File: src/rtl/assert_macros.svh
// Assertion macros shared by the RTL files that carry checks.
`ifndef ASSERT_MACROS_SVH
`define ASSERT_MACROS_SVH

// Check a property on every rising edge of clk, switched off while rst_n is low.
`define NDCQ_ASSERT_RST(label, clk, rst_n, prop, msg) \
    label: assert property (@(posedge clk) disable iff (!rst_n) prop) else $error(msg);

// Check a property on every rising edge of clk, reset included.
`define NDCQ_ASSERT_ALWAYS(label, clk, prop, msg) \
    label: assert property (@(posedge clk) prop) else $error(msg);

`endif

File: src/rtl/ndcq_pkg.sv
// ----------------------------------------------------------------------------
// ndcq_pkg
// Types and constants for the nearest droplet coverage query block.
// ----------------------------------------------------------------------------
package ndcq_pkg;

    // Operation codes carried in the request beat
    localparam logic [1:0] OP_CLEAR  = 2'd0;
    localparam logic [1:0] OP_APPEND = 2'd1;
    localparam logic [1:0] OP_QUERY  = 2'd2;

    // Field widths
    localparam int unsigned COORD_W = 16;
    localparam int unsigned PIXEL_W = 12;
    localparam int unsigned FRAC_W  = 4;
    localparam int unsigned SQ_W    = 2 * COORD_W;
    localparam int unsigned DIST_W  = SQ_W + 1;

    // Request beat
    typedef struct packed {
        logic [1:0]                operation;
        logic [COORD_W-1:0]        center_x;
        logic [COORD_W-1:0]        center_y;
        logic [COORD_W-1:0]        radius;
        logic signed [COORD_W-1:0] contact_angle;
        logic [COORD_W-1:0]        droplet_id;
        logic [PIXEL_W-1:0]        pixel_x;
        logic [PIXEL_W-1:0]        pixel_y;
    } t_in_item;

    // Response beat
    typedef struct packed {
        logic                      covered;
        logic                      found;
        logic signed [COORD_W-1:0] nearest_angle;
        logic [COORD_W-1:0]        nearest_id;
        logic                      table_full;
    } t_out_item;

    // One stored droplet
    typedef struct packed {
        logic [COORD_W-1:0]        x;
        logic [COORD_W-1:0]        y;
        logic [COORD_W-1:0]        radius;
        logic signed [COORD_W-1:0] angle;
        logic [COORD_W-1:0]        id;
    } t_droplet;

    // Controller states
    typedef enum logic [1:0] {
        ST_IDLE,
        ST_SCAN,
        ST_DRAIN,
        ST_DONE
    } t_ctrl_state;

    // Controller to datapath commands
    typedef struct packed {
        logic tbl_clear;
        logic tbl_append;
        logic scan_start;
        logic scan_step;
        logic rsp_load;
    } t_ctrl_cmd;

    // Datapath to controller status
    typedef struct packed {
        logic tbl_empty;
        logic scan_last;
        logic pipe_busy;
        logic rsp_free;
    } t_dp_status;

endpackage

File: src/rtl/ndcq_ctrl.sv
// ----------------------------------------------------------------------------
// ndcq_ctrl
// Sequencer: takes request beats, runs the table scan for a query and
// hands the finished result to the response register.
// ----------------------------------------------------------------------------
module ndcq_ctrl
    import ndcq_pkg::*;
(
    input  logic       i_clk,
    input  logic       i_rst_n,
    input  logic       i_req_valid,
    input  logic [1:0] i_req_op,
    output logic       o_req_ready,
    output t_ctrl_cmd  o_cmd,
    input  t_dp_status i_status
);

    t_ctrl_state r_state;
    t_ctrl_state n_state;
    logic        req_fire;

    assign req_fire = i_req_valid && o_req_ready;

    // Hold the state register
    always_ff @(posedge i_clk) begin
        if (!i_rst_n) begin
            r_state <= ST_IDLE;
        end else begin
            r_state <= n_state;
        end
    end

    // Next state
    always_comb begin
        n_state = r_state;
        unique case (r_state)
            ST_IDLE: begin
                if (req_fire && (i_req_op == OP_QUERY)) begin
                    n_state = i_status.tbl_empty ? ST_DONE : ST_SCAN;
                end
            end
            ST_SCAN: begin
                if (i_status.scan_last) begin
                    n_state = ST_DRAIN;
                end
            end
            ST_DRAIN: begin
                if (!i_status.pipe_busy) begin
                    n_state = ST_DONE;
                end
            end
            ST_DONE: begin
                if (i_status.rsp_free) begin
                    n_state = ST_IDLE;
                end
            end
            default: n_state = ST_IDLE;
        endcase
    end

    // Outputs
    always_comb begin
        o_req_ready = 1'b0;
        o_cmd       = '0;
        unique case (r_state)
            ST_IDLE: begin
                o_req_ready = 1'b1;
                if (req_fire) begin
                    unique case (i_req_op)
                        OP_CLEAR:  o_cmd.tbl_clear  = 1'b1;
                        OP_APPEND: o_cmd.tbl_append = 1'b1;
                        OP_QUERY:  o_cmd.scan_start = 1'b1;
                        default:   o_cmd            = '0;
                    endcase
                end
            end
            ST_SCAN:  o_cmd.scan_step = 1'b1;
            ST_DRAIN: o_cmd           = '0;
            ST_DONE:  o_cmd.rsp_load  = i_status.rsp_free;
            default:  o_cmd           = '0;
        endcase
    end

endmodule

File: config.mk
export PLATFORM = sky130hd
export DESIGN_NAME = ndcq_ctrl
export DESIGN_NICKNAME = d
export VERILOG_FILES = /design/src/rtl/assert_macros.svh /design/src/rtl/ndcq_pkg.sv /design/src/rtl/ndcq_ctrl.sv
export SDC_FILE = /design/constraint.sdc
export NUM_CORES = 1
export LEC_CHECK = 0
export BUFFER_PORTS_ARGS = -buffer_cell sky130_fd_sc_hd__buf_2
export CAP_MARGIN = 20
export CORE_AREA = 2 2 39 41
export CTS_CLUSTER_SIZE = 24
export DETAILED_ROUTE_END_ITERATION = 7
export DIE_AREA = 0 0 41 43
export GPL_TIMING_DRIVEN = 0
export HOLD_SLACK_MARGIN = 0.03
export PLACE_DENSITY = 0.42
export SLEW_MARGIN = 20
export SYNTH_ARGS = -nofsm -noshare
export SYNTH_HDL_FRONTEND = slang
export SYNTH_SLANG_ARGS = --single-unit
File: constraint.sdc
create_clock -name i_clk -period 1.8 [get_ports i_clk]
set_input_delay 0.09 -clock i_clk [delete_from_list [all_inputs] [get_ports i_clk]]
set_output_delay 0.09 -clock i_clk [all_outputs]
set_load 0.03 [all_outputs]
==> flow_summary_export.csv <==
group,metric,value,unit
timing,drv_slew,0,
placed_design,dpl.hpwl,395.1,µm
layout,area_growth,46.88,%
die,fp.dieW,41,µm
hold_path,hold_path_depth,2,
setup_path,r2r_end,"r_state[0]$_SDFFE_PN0P_",
logic_synthesis,synthMuxAreaShare,0.08854,
setup_path,r2r-start,"r_state[0]$_SDFFE_PN0P_",
placed_design,io_buffers,14,
die,initial_core_util,0.1736,
logic_synthesis,synth_warnings,0,
detailed_routing,vias,221,
cts,post_cts_buffers,0,
setup_path,rr_worst_depth,4,
detailed_routing,drtIter0Drc,1,
logic_synthesis,synthAdderAreaFrac,0.2083,
layout,num-nets-final,56,
timing,finalHoldViolCount,0,
cts,cts_tree,"yes",
setup_path,worstSetupPathType,"reg2out",
logic_synthesis,synth_edf_count,0,
detailed_routing,wl_per_cell,8.649,µm
layout,regMostFlops,"r_state",
logic_synthesis,synth_top_family_by_area,"simple AND/OR/NAND/NOR gates",
die,die_height,43,µm
logic_synthesis,ys.flop_type,"dfxtp_1",
logic_synthesis,synth_compound_area_frac,0.1563,
die,fp.coreArea,1384,µm²
run,cap_violations,0,
setup_path,startpoint_type,"flip-flop",
logic_synthesis,yosysMostFrequentCell,"ha_1",
placed_design,placed_area,330.3,µm²
placed_design,gp_congestion,0.5962,
logic_synthesis,synthTopCellsByCount,"ha_1, nand2_1",
grt,grt_usage,0.06206,
grt,grt_max_degree,6,
logic_synthesis,synthTopCellsByArea,"ha_1, dfxtp_1, a2111oi_4",
logic_synthesis,ys_async_sr_fraction,0,
pwr,power_leakage,0.0001874,µW
logic_synthesis,yosys.area.top_type,"ha_1",
layout,fin_area,352.8,µm²
setup_path,path_cells,"inv_1 -> ha_1 -> nand2_1 -> nor3b_1 -> buf_2",
hold_path,min_to,"r_state[0]$_SDFFE_PN0P_",
timing,max_freq,641.9,MHz
setup_path,max_stage_delay,0.33,ns
grt,antenna_found_initial,0,
timing,period_share,0.8654,
timing,period_needed,1.558,ns
layout,largest_register_ffs,2,
timing,finClkSkew,0.006082,ns
logic_synthesis,synth_xor_area_frac,0,
layout,fillers,149,
outcome,outcome,"complete, no violations",
logic_synthesis,synth.avg_cell_area,10.01,µm²
logic_synthesis,ys_seq_elements,2,
timing,setup_violations,0,
cts,clk-insertion-delay-late,0.23,ns
setup_path,r2r_slack,0.26,ns
timing,finalSetupTns,0,ns
timing,whs,0.1199,ns
timing,tightestPinTransition,0.3180,ns
logic_synthesis,yosysTopAreaCellShare,0.2083,
grt,grt_pass1_wl,648,µm
detailed_routing,ant_nets,0,
timing,max_slew_margin,0.7880,
die,rows,14,
grt,grt_pass1_vias,176,
pwr,powerDensity,1457,nW/µm²
timing,rsz0062_at_grt,"false",
cts,path_clk_slew,0.03,ns
setup_path,cp-end-kind,"output port",
logic_synthesis,syn_nets,37,
cts,cts_resized,0,
hold_path,worstHoldPathType,"in2reg",
layout,fin_util,0.2550,
detailed_routing,vias_per_cell,3.877,
cts,cts_made_buffers,3,
detailed_routing,drc_errors,0,
setup_path,cp_max_fo,5,
cts,cts_max_path_buffers,2,
layout,top_regs,"r_state: 2 flops",
grt,gr-total-overflow,0,
logic_synthesis,synthCells,24,
logic_synthesis,seq_area_frac_synth,0.1667,
setup_path,arrival,1.47,ns
cts,cts_num_sinks,2,
pwr,irDropWorstVdd,593.6,µV
die,die-area,1763,µm²
logic_synthesis,ys_types,15,
detailed_routing,drt-total-wl,493,µm
cts,hold_buffers,0,
die,ios,15,
setup_path,cp_slowest_cell,"dfxtp_1",
logic_synthesis,syn_area,240.2,µm²
cts,ctsHtreeMaxLevel,1,
layout,drive_above_1_share,0.4878,
cts,root_buffer,"clkbuf_4",
setup_path,required,1.71,ns
detailed_routing,drtPass1Iterations,4,
layout,diodes,0,
hold_path,worstHoldStart,"i_rst_n",
logic_synthesis,synth-simple-area-share,0.3490,
worst max path at each step:
stage / from / endpoint / slack [ns] / depth (start not counted)
after floorplan: r_state[0]$_SDFFE_PN0P_ / o_cmd[3] / -0.03 / 4
after global placement: r_state[0]$_SDFFE_PN0P_ / r_state[0]$_SDFFE_PN0P_ / 0.26 / 4
after detailed placement: r_state[0]$_SDFFE_PN0P_ / r_state[0]$_SDFFE_PN0P_ / 0.26 / 4
after CTS: r_state[0]$_SDFFE_PN0P_ / o_cmd[2] / 0.23 / 5
after global routing: r_state[0]$_SDFFE_PN0P_ / o_cmd[3] / 0.06 / 5
final: r_state[0]$_SDFFE_PN0P_ / o_cmd[3] / 0.24 / 5
stage by stage:
step	setup WS, ns	total power (µW)	std cells
global placement	0.2570	420.0	54
CTS	0.2264	525.8	57
finish	0.2422	514.2	57
detailed placement	0.2617	419.2	54
floorplan	-0.03404	347.4	24
global route	0.05620	568.9	57
area by class of cell:
class                   count  area [µm²]  share of cell area
multi-input cells          20       192.7              0.5461
repair buffers             14       70.07              0.1986
flip-flops and latches      2       40.04              0.1135
clock buffers               3       22.52             0.06383
well taps                  16       20.02             0.05674
inverters                   2       7.507             0.02128
kinds of logic after synthesis:
family | count (synthesis)
simple gates | 12
fa+ha+maj | 4
compound gates | 2
buf+inv | 2
mux | 2
flops | 2
worst max-delay path: cells and delay by family, from the launching register on:
| kind | cells | cell delay (ns) |
|---|---|---|
| adder cells (fa/ha/maj) | 1 | 0.28 |
| buffers and inverters | 2 | 0.31 |
| AND/OR/NAND/NOR | 2 | 0.33 |
| flip-flops | 1 | 0.33 |
cell usage in the layout (no fill, tap or decap):
cell type	netlist	final
nor3_1	1	1
clkbuf_4	0	3
dfxtp_1	2	2
nand3b_4	1	1
nand2_1	3	3
nor2b_1	2	2
and2_1	1	1
nor3b_1	2	2
mux2_2	1	1
mux2i_1	1	1
o211a_1	1	1
a2111oi_4	1	1
ha_1	4	4
inv_1	2	2
buf_2	0	14
and2_0	1	1
or4_1	1	1
where the power goes:
group / switching (µW) / leakage (µW) / internal (µW)
Clock: 25.8 / 0.0000138 / 73.6
Sequential: 20.7 / 0.0000164 / 64.3
Combinational: 187 / 0.000157 / 143
per-layer routing:
metal  GRT usage  routed length [µm]  share of wire
met5           0                   0              0
met4     0.08000                   0              0
met3     0.03141                  43          0.087
met2     0.07188                 187           0.38
met1     0.06688                 262           0.53
(Power assumes the default switching activity.)
